### config.mk
export PLATFORM = sky130hd
export DESIGN_NAME = sst_ctrl
export DESIGN_NICKNAME = d
export VERILOG_FILES = /design/src/sv/sst_pkg.sv /design/src/sv/sst_ctrl.sv
export SDC_FILE = /design/constraint.sdc
export NUM_CORES = 1
export LEC_CHECK = 0
export ABC_AREA = 0
export BUFFER_PORTS_ARGS = -buffer_cell sky130_fd_sc_hd__buf_4
export CAP_MARGIN = 0
export CORE_MARGIN = 3
export CORE_UTILIZATION = 39
export DETAILED_ROUTE_END_ITERATION = 8
export PLACE_DENSITY = 0.66
export SLEW_MARGIN = 20
export SYNTH_ARGS = -nofsm -noshare
export SYNTH_HDL_FRONTEND = slang
export SYNTH_SLANG_ARGS = --single-unit
export TNS_END_PERCENT = 20
### constraint.sdc
create_clock -name clk -period 2.2 [get_ports clk]
set_input_delay 0.22 -clock clk [delete_from_list [all_inputs] [get_ports clk]]
set_output_delay 0.22 -clock clk [all_outputs]
set_load 0.02 [all_outputs]
### src/sv/sst_pkg.sv
package sst_pkg;

    localparam int unsigned TABLE_DEPTH_DEF = 1024;
    localparam int unsigned ADDR_W = 10;
    localparam int unsigned DATA_W = 32;
    localparam int unsigned CMP_W = 19;
    localparam logic [CMP_W-1:0] CMP_MAX = {CMP_W{1'b1}};

    typedef enum logic [2:0]
    {
        KIND_WRITE  = 3'd0,
        KIND_READ   = 3'd1,
        KIND_SORT   = 3'd2,
        KIND_LINEAR = 3'd3,
        KIND_BINARY = 3'd4
    } kind_t;

    typedef enum logic [3:0]
    {
        ST_IDLE,
        ST_POP,
        ST_PIV_RD,
        ST_PIV_WT,
        ST_J_RD,
        ST_J_WT,
        ST_SW_RD,
        ST_SW_WT,
        ST_SW_WR,
        ST_FIN_RD,
        ST_FIN_WT,
        ST_FIN_WR,
        ST_PUSH,
        ST_SRCH_RD,
        ST_SRCH_WT,
        ST_DONE
    } state_t;

    typedef enum logic [3:0]
    {
        CMD_NONE,
        CMD_LOAD,
        CMD_WRITE,
        CMD_READ,
        CMD_POP,
        CMD_PIV_RD,
        CMD_PIV_LATCH,
        CMD_J_RD,
        CMD_J_STEP,
        CMD_SW_RD,
        CMD_SW_WR,
        CMD_FIN_RD,
        CMD_FIN_WR,
        CMD_PUSH,
        CMD_SRCH_RD,
        CMD_SRCH_STEP
    } cmd_t;

    typedef struct packed
    {
        cmd_t cmd;
        logic finish;
    } ctrl_t;

    typedef struct packed
    {
        logic [2:0] kind;
        logic       sort_run;
        logic       srch_run;
        logic       stack_empty;
        logic       j_at_end;
        logic       j_swap;
        logic       srch_done;
        logic       push_more;
    } stat_t;

endpackage

### src/sv/sst_ctrl.sv
module sst_ctrl
    import sst_pkg::*;
(
    input  logic       clk,
    input  logic       rst_n,
    input  logic       in_fire,
    input  logic [2:0] in_kind,
    input  logic       out_free,
    input  stat_t      stat,
    output ctrl_t      ctrl,
    output logic       busy,
    output logic       done
);

    state_t state_reg, state_next;

    always_ff @(posedge clk or negedge rst_n)
    begin
        if (!rst_n)
        begin
            state_reg <= ST_IDLE;
        end
        else
        begin
            state_reg <= state_next;
        end
    end

    always_comb
    begin
        state_next = state_reg;
        ctrl.cmd = CMD_NONE;
        ctrl.finish = 1'b0;
        busy = (state_reg != ST_IDLE);
        done = 1'b0;
        case (state_reg)
            ST_IDLE:
            begin
                if (in_fire)
                begin
                    ctrl.cmd = CMD_LOAD;
                    case (in_kind)
                        KIND_SORT:   state_next = ST_PIV_RD;
                        KIND_LINEAR: state_next = ST_SRCH_RD;
                        KIND_BINARY: state_next = ST_SRCH_RD;
                        default:     state_next = ST_SW_RD;
                    endcase
                end
            end
            ST_SW_RD:
            begin
                if (stat.kind == KIND_WRITE)
                begin
                    ctrl.cmd = CMD_WRITE;
                end
                else
                begin
                    ctrl.cmd = CMD_READ;
                end
                state_next = ST_FIN_WT;
            end
            ST_FIN_WT:
            begin
                ctrl.finish = 1'b1;
                state_next = ST_DONE;
            end
            ST_PIV_RD:
            begin
                if (!stat.sort_run && stat.stack_empty)
                begin
                    state_next = ST_DONE;
                end
                else
                begin
                    ctrl.cmd = CMD_PIV_RD;
                    state_next = ST_PIV_WT;
                end
            end
            ST_PIV_WT:
            begin
                ctrl.cmd = CMD_PIV_LATCH;
                state_next = ST_J_RD;
            end
            ST_J_RD:
            begin
                if (stat.j_at_end)
                begin
                    ctrl.cmd = CMD_FIN_RD;
                    state_next = ST_FIN_RD;
                end
                else
                begin
                    ctrl.cmd = CMD_J_RD;
                    state_next = ST_J_WT;
                end
            end
            ST_J_WT:
            begin
                ctrl.cmd = CMD_J_STEP;
                state_next = stat.j_swap ? ST_SW_WT : ST_J_RD;
            end
            ST_SW_WT:
            begin
                ctrl.cmd = CMD_SW_RD;
                state_next = ST_SW_WR;
            end
            ST_SW_WR:
            begin
                ctrl.cmd = CMD_SW_WR;
                state_next = ST_J_RD;
            end
            ST_FIN_RD:
            begin
                ctrl.cmd = CMD_FIN_WR;
                state_next = ST_PUSH;
            end
            ST_PUSH:
            begin
                ctrl.cmd = CMD_PUSH;
                if (!stat.push_more)
                begin
                    state_next = ST_POP;
                end
            end
            ST_POP:
            begin
                if (stat.stack_empty)
                begin
                    state_next = ST_DONE;
                end
                else
                begin
                    ctrl.cmd = CMD_POP;
                    state_next = ST_FIN_WR;
                end
            end
            ST_FIN_WR:
            begin
                state_next = ST_PIV_RD;
            end
            ST_SRCH_RD:
            begin
                if (!stat.srch_run)
                begin
                    state_next = ST_DONE;
                end
                else
                begin
                    ctrl.cmd = CMD_SRCH_RD;
                    state_next = ST_SRCH_WT;
                end
            end
            ST_SRCH_WT:
            begin
                ctrl.cmd = CMD_SRCH_STEP;
                state_next = ST_SRCH_RD;
            end
            ST_DONE:
            begin
                done = 1'b1;
                if (out_free)
                begin
                    state_next = ST_IDLE;
                end
            end
            default:
            begin
                state_next = ST_IDLE;
            end
        endcase
    end

endmodule

* After elaboration in Yosys (flattened, before gate mapping)
Index checks and enable logic that the tools add are counted.
** Operators by class
- Equality and inequality tests :: 21
- Multiplexer cells :: 19
- Reductions and logical operators :: 8
** Operator list (number)
- 4-bit one-hot mux with 15 select lines :: 1
- 4-bit one-hot mux with 13 select lines :: 1
- 4-bit == test, second input constant :: 8
- 4-bit two-way mux :: 7
- 4-bit by 3-bit == test with 1-bit output, second input constant :: 4
- 3-bit two-way mux :: 3
- 4-bit by 2-bit == test with 1-bit output, second input constant :: 2
- 4-bit one-hot mux with 2 select lines :: 1
- 3-bit by 2-bit == test with 1-bit output, second input constant :: 2
- 2-bit inequality test, second input constant :: 3
- 1-bit two-way mux :: 5
- 4-bit by 1-bit == test with 1-bit output, second input constant :: 1
- 4-bit logical NOT :: 1
- 4-bit nonzero test :: 1
- 2-bit OR reduction :: 2
- 3-bit == test, second input constant :: 1
- 3-bit logical NOT :: 1
- 3-bit AND reduction :: 1
- 2-bit two-way mux :: 1
- 1-bit logical AND :: 1
- 1-bit logical NOT :: 1
** Storage, ports and cells
- Bits in registers :: 4
- Input port bits :: 17
- Output and inout bits :: 7

* Longest topological paths before layout
Gate-level depths: netlist of the first run.
- Depth after elaboration :: 5
- Depth in mapped cells :: 6
- Mapped depth without buffers :: 5

* Worst setup path after synthesis of the first run
Ideal clock, no wire load.
- Kind :: register to output
- Start :: register state_reg[0]
- End :: output port ctrl[0] in the netlist's numbering
- Arrival :: 1476 ps
- Data required time :: 1980 ps
- Slack :: 504 ps
- Stages on the path, launching flop included :: 4
- Path buffers :: 2
- Path through :: dfrtp_1 > buf_2 > buf_2 > nor4_1
** RTL lines
- start, declared :: RTL line sst_ctrl.sv:15 : state_t state_reg, state_next;
- start signal, assigned :: RTL line sst_ctrl.sv:25 : state_reg <= state_next;
- end, declared :: RTL line sst_ctrl.sv:10 : output ctrl_t ctrl,

==> summary.md, run 1 <==
| Metric | Value |
|---|---|
| Final Slew Violations | `0` |
| I/O Pins | `24` |
| Max reg flops | `4` |
| Largest net degree at the start of global routing | `26` |
| Met2 GRT Util | `31.20%` |
| Crit path max-delay cell type | `dfrtp_1` |
| GR Layer Usage met1 | `between 20% and 30%` |
| CTS tree | `yes` |
| FF+latch count, synth | `4` |
| CP Launch Point | `state_reg[0]` |
| Synth top area share | `between 10% and 20%` |
| Sequential area share after synthesis | `16.33%` |
| Post-synth cell types | `39` |
| Mean Syn Cell Area | `6.812 sq um` |
| Grt ovf | `0` |
| Sinks on Clock Net | `4` |
| Post-CTS sizing | `0` |
| Status | `completed` |
| Worst-path clk slew | `40 ps` |
| Leakage | `roughly 0.35 nW` |
| Via count | `746` |
| Crit. End Element | `output pin` |
| Synth Net Count | `~110` |
| Worst path depth | `4` |
| Post-DR vias/cell | `5.828` |
| FF-to-FF path depth | `5` |
| Least-Margin Pin Slew | `717.3 ps` |
| Critical Path End | `ctrl[2]` |
| Root Driver | `clkbuf_4` |
| Final ANT Viol Nets | `0` |
| Filler cell count | `roughly 140` |
| Rows | `13` |
| CP max FO | `25` |
| Worst path required time | `1980 ps` |
| EDFF count, synth | `0` |
| Detailed-route wire length per cell | `~13 um` |
| Count leader, synth | `nand2_1` |
| Num CTS Buffers | `3` |
| Final Hold Viols | `0` |
| Layout cells sized above 1 | `approximately 29%` |
| Synth Flop Type | `dfrtp_1` |
| Crit path DAT | `1720 ps` |
| First-pass GRT wire length | `2.891 mm` |
| H-tree depth | `1` |
| First-pass iteration count of the detailed router | `4` |
| CP Cell Sequence | `nor2b_1 -> a211o_1 -> o221ai_1 -> buf_4` |
| Pwr per Cell Area | `roughly 1600 nW/um^2` |
| Initial antenna violation count | `0` |
| P&R area growth vs syn | `31.84%` |
| Dpl hpwl | `1.296 mm` |
| Fin util | `roughly three fifths` |
| Post-route setup TNS | `0 ps` |
| Fin worst setup slack | `263.7 ps` |
| Ant. Diodes | `0` |
| Ys async rst share | `100.0%` |
| Starting Density | `44.34%` |
| Drt drc | `0` |
| Tcrit/Tclk final | `88.01%` |
| Top post-synthesis cells by area | `dfrtp_1, nor2b_1, nand2_1` |
| Worst path buffer plus inverter count | `1` |
| GR Util met3 | `5.138%` |
| Worst skew pair latency | `approximately 240 ps` |
| CP Launch Type | `flop` |
| Area after DPL | `775.7 sq um` |
| Hold slack | `258.0 ps` |
| Horiz. Die Dim | `about 46 um` |
| Cts hold-fix bufs | `1` |
| R2r startpoint | `state_reg[0]` |
| R2r setup slk | `420 ps` |
| Slew HR | `52.18%` |
| Top Family by Delay on Critical Path | `flip-flops` |
| Die ar. | `around 2100 sq um` |
| HP Class | `in -> reg` |
| Max incr delay on CP | `790 ps` |
| RSZ-0062 raised after global routing | `no` |
| Core Region | `1383 sq um` |
| Clock Skew | `roughly 4.2 ps` |
| Nets | `~130` |
| Worst Setup Slack post-DPL | `roughly 480 ps` |
| GRT Overall Usage | `19.21%` |
| Cell Area, Synth | `613.1 sq um` |
| Critical path class | `reg -> out` |
| GRT busiest layer | `met2` |
| FF-to-FF End | `state_reg[0]` |
| Gpl congestion | `0.7755` |
| Die Ht | `45.65 um` |
| CTS Buffer Depth | `2` |
| Tmin final | `1936 ps` |
| Vias in the first global route | `713` |
| Setup Buffers After CTS | `0` |
| Synth top cells by count | `nand2_1, nor2_1, a21oi_1, nor2b_1, o21ai_0` |
| PortBufs | `22` |
| Synth Instances | `90` |
| Synth warnings | `0` |
| Highest Clock Rate | `0.5165 GHz` |
| Worst VDD drop | `923.5 uV` |
| Setup violators final | `0` |
| Post-synth top area cell | `dfrtp_1` |
| Initial DRC count | `14` |
| MaxCap Viol Count | `0` |
| Design area | `808.3 sq um` |
| Final WL | `roughly 1.7 mm` |
[worst min-delay path by stage]
| stage | startpoint | endpoint | slack (ps) | cells past startpoint |
|---|---|---|---|---|
| 2_1_floorplan | rst_n | state_reg[0] | -80 | 0 |
| 3_3_place_gp | rst_n | state_reg[2] | 10 | 1 |
| 3_5_place_dp | rst_n | state_reg[1] | 20 | 1 |
| 4_1_cts | out_free | state_reg[1] | 260 | 3 |
| 5_1_grt | out_free | state_reg[1] | 280 | 3 |
| 6_report | out_free | state_reg[1] | 260 | 3 |
[logic make-up (layout without fill, tap and decap cells)]
group           Yosys count  after routing  synth area share, %
compound gates           39             39                43.47
simple gates             39             39                32.45
buf+inv                   8             31                7.754
flops                     4              4                16.33
[layer usage]
layer | vias up | wire [um]
met5 | - | 0
met1 | 346 | 791
li1 | 378 | -
met2 | 18 | 846
met3 | 4 | 53
met4 | 0 | 20
[stage by stage]
| stage | std cells | power [mW] |
|---|---|---|
| final | 128 | 1.296 |
| after global routing | 128 | 1.431 |
| after CTS | 128 | 1.294 |
| after detailed placement | 124 | 1.197 |
| after global placement | 124 | 1.194 |
| after floorplan | 90 | 0.9393 |
[layout by cell type (no fill, tap or decap), types with 2 or more instances in the layout]
cell type	Yosys	final
buf_4	2	24
nand2_1	11	11
nor2_1	8	8
nor2b_1	7	7
a21oi_1	7	7
o21ai_0	7	7
dfrtp_1	4	4
a21o_1	3	3
clkbuf_4	0	3
inv_1	2	2
nor4_1	2	2
nand2b_1	2	2
o31ai_1	2	2
o21bai_1	2	2
a22oi_1	2	2
o21ai_1	2	2
a31oi_1	2	2
nand3_1	2	2
[final cells by class]
class | count | area (sq um) | share of cell area [%]
multi-input combinational | 78 | 465.4 | 57.59
timing repair buffer | 25 | 190.2 | 23.53
tap | 15 | 18.77 | 2.322
inverter | 3 | 11.26 | 1.393
sequential | 4 | 100.1 | 12.38
clock buffer | 3 | 22.52 | 2.786
[where the power goes]
group | switching (mW) | leakage [nW] | internal [mW]
sequential | 0.144 | 0.0472 | 0.115
combinational | 0.508 | 0.289 | 0.437
clock | 0.0316 | 0.0138 | 0.0611
[tightest hold or removal path, delay by kind of cell]
family | cells | cell delay [ps]
buffers and inverters | 1 | 80
AOI/OAI and AO/OA | 1 | 60
and+or+nand+nor | 1 | 90
Power figures use the tool's default switching activity.
==> inputs of run 2 (changes only) <==
- clock period: 2.2 -> 2 ns (I/O delays scaled with it)
==> run 2 against run 1 <==
- clock skew is 2.0 ps higher
- clock power is 2.4% higher
- final cell count is 1.6% higher
- sequential cell count stayed put
- via count is 0.54% lower
- die area stayed put
- total power is 13% higher
- largest cell class unchanged
- highest routed layer unchanged
==> summary.md, run 2 (synthesized netlist as in run 1, its figures left out) <==
| Metric | Value |
|---|---|
| Gpl congestion | `0.7657 (-1.3%)` |
| Grt ovf | `0 (unchanged)` |
| Detailed-route wire length per cell | `12.98 um (-2.9%)` |
| Num CTS Buffers | `3 (unchanged)` |
| Slew HR | `70.42% (+18 points)` |
| Vias in the first global route | `661 (-7.3%)` |
| Nets | `134 (+1.5%)` |
| Largest net degree at the start of global routing | `24 (-7.7%)` |
| R2r startpoint | `state_reg[0]` |
| CTS tree | `yes` |
| Dpl hpwl | `1.320 mm (+1.8%)` |
| Ant. Diodes | `0 (unchanged)` |
| Initial DRC count | `17 (+3)` |
| Worst VDD drop | `1146 uV (+24%)` |
| Horiz. Die Dim | `45.65 um (unchanged)` |
| Min-delay src | `out_free` |
| Starting Density | `44.34% (unchanged)` |
| Non-filler cells in the finished layout | `130 (+1.6%)` |
| Setup violators final | `0 (unchanged)` |
| Worst path buffer plus inverter count | `1 (unchanged)` |
| Post-route setup TNS | `0 ps (unchanged)` |
| Worst path depth | `4 (unchanged)` |
| Root Driver | `clkbuf_4` |
| Filler cell count | `145 (+4.3%)` |
| Design Power | `1.463 mW (+13%)` |
| Pwr per Cell Area | `1772 nW/um^2 (+10%)` |
| Worst path required time | `1800 ps (-180 ps)` |
| Tmin final | `1876 ps` |
| CP Launch Point | `state_reg[3]` |
| Commonest cells after routing, fill and taps aside | `buf_4, nand2_1, nor2_1` |
| PortBufs | `22 (unchanged)` |
| Rows | `13 (unchanged)` |
| First-pass iteration count of the detailed router | `4 (unchanged)` |
| P&R area growth vs syn | `34.69%` |
| First-pass GRT wire length | `2.829 mm (-2.1%)` |
| Crit path DAT | `1680 ps (-40 ps)` |
| Drt drc | `0 (unchanged)` |
| Worst skew pair latency | `230 ps (about the same)` |
| Sw frac | `51.94% (-0.78 points)` |
| R2r setup slk | `490 ps (+70 ps)` |
| Placed cells | `126 (+1.6%)` |
| FF-to-FF path depth | `5 (unchanged)` |
| I/O Pins | `24 (unchanged)` |
| Crit path max-delay cell type | `dfrtp_1` |
| Final Hold Viols | `0 (unchanged)` |
| Die ar. | `2084 sq um (unchanged)` |
| CP Launch Type | `flop` |
| Tcrit/Tclk final | `93.80%` |
| Final WL | `1.688 mm (-1.4%)` |
| Post-DR vias/cell | `5.708 (-2.1%)` |
| Initial antenna violation count | `0 (unchanged)` |
| Least-Margin Pin Slew | `438.1 ps (-279.1 ps)` |
| Highest Clock Rate | `0.5330 GHz` |
| Leakage | `0.3583 nW (+2.2%)` |
| Share of total power in sequential cells | `19.1% (-0.9 points)` |
| Status | `completed` |
| Worst-path clk slew | `40 ps (about the same)` |
| Clock power frac | `6.5% (-0.6 points)` |
| Via count | `742 (-0.54%)` |
| Layout cells sized above 1 | `32.17% (+3.0 points)` |
| Switch Pwr | `0.7601 mW (+11%)` |
| CTS Buffer Depth | `2 (unchanged)` |
| GRT Overall Usage | `18.25% (-0.96 points)` |
| Critical Path End | `ctrl[1]` |
| Sinks on Clock Net | `4 (unchanged)` |
| CP Cell Sequence | `or2_4 -> o32a_1 -> o22ai_1 -> buf_4` |
| Logic pwr share | `74.4% (+1.5 points)` |
| MaxCap Viol Count | `0 (unchanged)` |
| Crit. End Element | `output pin` |
| Max incr delay on CP | `470 ps (-320 ps)` |
| Max reg flops | `4 (unchanged)` |
| H-tree depth | `1 (unchanged)` |
| Internal power | `0.7034 mW (+15%)` |
| RSZ-0062 raised after global routing | `no` |
| Critical path class | `reg -> out` |
| Core Region | `1383 sq um (unchanged)` |
| Fin util | `59.73% (+1.3 points)` |
| Commonest non-fill, non-tap cell in the layout | `buf_4` |
| Top Family by Delay on Critical Path | `compound AO/OA/AOI/OAI gates` |
| FF-to-FF End | `state_reg[0]` |
| CP max FO | `9 (-64%)` |
| Clock Skew | `6.246 ps (+2.044 ps)` |
| HP Class | `in -> reg` |
| Final ANT Viol Nets | `0 (unchanged)` |
| Final Slew Violations | `0 (unchanged)` |
| Die Ht | `45.65 um (unchanged)` |
-- run 2: repair_timing --
action	CTS	global route
resized for setup	0	2
endpoints found under the setup margin	0	2
hold buffers	1	0
endpoints found under the hold margin	4	0
buffers inserted	0	0
-- run 2: through the flow --
| step | hold slack, ps | setup slack (ps) | cell area (sq um) |
|---|---|---|---|
| after global placement | -5.166 | 312.0 | 790.8 |
| after detailed placement | -4.340 | 274.9 | 790.8 |
| after global routing | 261.7 | 30.88 | 825.8 |
| final | 260.9 | 124.0 | 825.8 |
| after floorplan | -95.59 | 323.9 | 613.1 |
| after CTS | 249.5 | 93.44 | 823.3 |
-- run 2: power groups by stage --
stage               logic, mW  clock network, mW  registers, mW
floorplan               0.851                  0          0.182
global placement         1.07                  0          0.273
detailed placement       1.08                  0          0.275
CTS                      1.09             0.0989          0.274
global route             1.20              0.109          0.294
finish                   1.09             0.0949          0.279
-- run 2: worst min-delay path by stage --
| stage | cells past startpoint | to | slack, ps |
|---|---|---|---|
| 2_1_floorplan | 0 | state_reg[0] | -100 |
| 3_3_place_gp | 1 | state_reg[2] | -5 |
| 3_5_place_dp | 1 | state_reg[1] | -4 |
| 4_1_cts | 3 | state_reg[1] | 250 |
| 5_1_grt | 3 | state_reg[1] | 260 |
| 6_report | 3 | state_reg[1] | 260 |
-- run 2: layout make-up --
cell class / instances / area [sq um] / share of cell area [%]
timing repair buffer: 27 / 205.2 / 24.85
inverter: 3 / 11.26 / 1.364
multi-input combinational: 78 / 465.4 / 56.36
sequential: 4 / 102.6 / 12.42
tap: 15 / 18.77 / 2.273
clock buffer: 3 / 22.52 / 2.727
-- run 2: layer usage --
layer  up-vias  share of wire (%)  track usage [%]
met4         0                1.0            7.018
met2        16                 47            27.86
met1       333                 50            26.06
met3         2                2.9            1.581
li1        391                  -                -
met5         -                  0                0
-- run 2: tightest hold or removal path, cell delays in order --
cell and delay [ps]:
buf_4 80, or3_1 90, o31ai_1 60
==> inputs of run 3 (changes only) <==
- CORE_UTILIZATION: 39 -> 47
- PLACE_DENSITY: 0.66 -> 0.78
==> run 3 against run 2 <==
- routed wire length increased by 0.30%
- critical path type unchanged
- total power decreased by 0.66%
- largest power group unchanged
- global-route usage increased by 2.2 points
==> summary.md, run 3 (synthesized netlist as in run 1, its figures left out) <==
| Metric | Value |
|---|---|
| Status | `completed` |
| Sinks on Clock Net | `4 (unchanged)` |
| Layout cells sized above 1 | `30.43% (-1.7 points)` |
| Nets | `134 (unchanged)` |
| P&R area growth vs syn | `34.08%` |
| Least-Margin Pin Slew | `385.9 ps (-52.25 ps)` |
| MaxCap Viol Count | `0 (unchanged)` |
| Root Driver | `clkbuf_4` |
| Drt drc | `0 (unchanged)` |
| Vias in the first global route | `686 (+3.8%)` |
| Post-DR vias/cell | `5.822 (+2.0%)` |
| Die ar. | `1774 sq um (-15%)` |
| Via count | `751 (+1.2%)` |
| Core Region | `1171 sq um (-15%)` |
| Tcrit/Tclk final | `92.24% (-1.6 points)` |
| Leakage | `0.3602 nW (+0.53%)` |
| Post-route setup TNS | `0 ps (unchanged)` |
| Highest Clock Rate | `0.5421 GHz (+1.7%)` |
| Crit. End Element | `output pin` |
| Worst VDD drop | `1120 uV (-2.3%)` |
| Die Ht | `42.12 um (-7.7%)` |
| Slew HR | `73.95% (+3.5 points)` |
| Max reg flops | `4 (unchanged)` |
| Crit path DAT | `1640 ps (-40 ps)` |
| Critical path class | `reg -> out` |
| Ant. Diodes | `0 (unchanged)` |
| Starting Density | `52.35% (+8.0 points)` |
| Cts hold-fix bufs | `1 (unchanged)` |
| Rows | `12 (-1)` |
| Grt ovf | `0 (unchanged)` |
| PortBufs | `22 (unchanged)` |
| Design Power | `1.454 mW (-0.66%)` |
| Initial antenna violation count | `0 (unchanged)` |
| Num CTS Buffers | `3 (unchanged)` |
| Setup violators final | `0 (unchanged)` |
| Worst skew pair latency | `230 ps (about the same)` |
| Worst-path clk slew | `40 ps (about the same)` |
| RSZ-0062 raised after global routing | `no` |
| Final ANT Viol Nets | `0 (unchanged)` |
| Detailed-route wire length per cell | `13.12 um (+1.1%)` |
| Gpl congestion | `0.8293 (+8.3%)` |
| Pwr per Cell Area | `1769 nW/um^2 (-0.20%)` |
| Worst path required time | `1800 ps (about the same)` |
| Final WL | `1.693 mm (+0.30%)` |
| Setup Buffers After CTS | `0 (unchanged)` |
| CTS Buffer Depth | `2 (unchanged)` |
| GRT Overall Usage | `20.49% (+2.2 points)` |
| CP Launch Type | `flop` |
| Final Hold Viols | `0 (unchanged)` |
| HP Class | `in -> reg` |
| Post-CTS sizing | `0 (unchanged)` |
| Dpl hpwl | `1.314 mm (-0.45%)` |
| Filler cell count | `106 (-27%)` |
| First-pass GRT wire length | `2.925 mm (+3.4%)` |
| I/O Pins | `24 (unchanged)` |
| Horiz. Die Dim | `42.12 um (-7.7%)` |
| Commonest non-fill, non-tap cell in the layout | `buf_4` |
| CP max FO | `9 (unchanged)` |
| First-pass iteration count of the detailed router | `4 (unchanged)` |
| H-tree depth | `1 (unchanged)` |
| Fin util | `70.19% (+10 points)` |
| Largest net degree at the start of global routing | `16 (-33%)` |
| CTS tree | `yes` |
| Initial DRC count | `50 (+33)` |
| Clock Skew | `4.866 ps (-1.380 ps)` |
| Commonest cells after routing, fill and taps aside | `buf_4, nand2_1, nor2_1` |
| Final Slew Violations | `0 (unchanged)` |
| Tmin final | `1845 ps (-31.21 ps)` |
## run 3: cell count changes in the layout (fill, tap and decap cells not counted)
cell,delta
dfrtp_1,+2
dfrtp_2,-2
## run 3: path summary, 6_finish.rpt
path                              startpoint      endpoint  slack (ps)  cells after the start
min in group asynchronous              rst_n  state_reg[3]         300                      2
worst max register to register  state_reg[2]  state_reg[2]         480                      5
worst min-delay path                out_free  state_reg[1]         280                      3
max in group asynchronous              rst_n  state_reg[0]        1590                      2
worst min register to register  state_reg[1]  state_reg[3]         780                      2
worst max-delay path            state_reg[3]       ctrl[1]         160                      4
## run 3: where the power goes
group	switching [mW]	internal, mW	leakage (nW)
combinational	0.627	0.507	0.299
sequential	0.0969	0.128	0.0472
clock	0.0292	0.0668	0.0138
## run 3: through the flow
stage	instance area, sq um	cells	setup WS [ps]	hold slack (ps)
after floorplan	613.1	90	323.9	-95.59
after global placement	789.5	125	411.7	-5.308
after detailed placement	789.5	125	405.1	-2.083
after CTS	822.0	129	158.7	276.4
after global routing	822.0	129	35.31	289.2
final	822.0	129	155.2	280.2
## run 3: per-layer routing
metal / routed length [um] / vias to the layer above / track usage (%)
met5: 0 / - / 0
met2: 825 / 34 / 34.88
met3: 99 / 2 / 1.717
li1: - / 388 / -
met1: 763 / 327 / 28.28
met4: 4 / 0 / 3.727
## run 3: critical path, cell delays in order (launching register included)
cell and delay, ps:
dfrtp_1 470, or2_4 320, o32a_1 330, o22ai_1 130, buf_4 160
## run 3: layout make-up
cell class              instances  area, sq um  area share, %
multi-input cells              78        465.4          56.62
repair buffers                 27        205.2          24.96
flip-flops and latches          4        100.1          12.18
clock buffers                   3        22.52          2.740
well taps                      14        17.52          2.131
inverters                       3        11.26          1.370
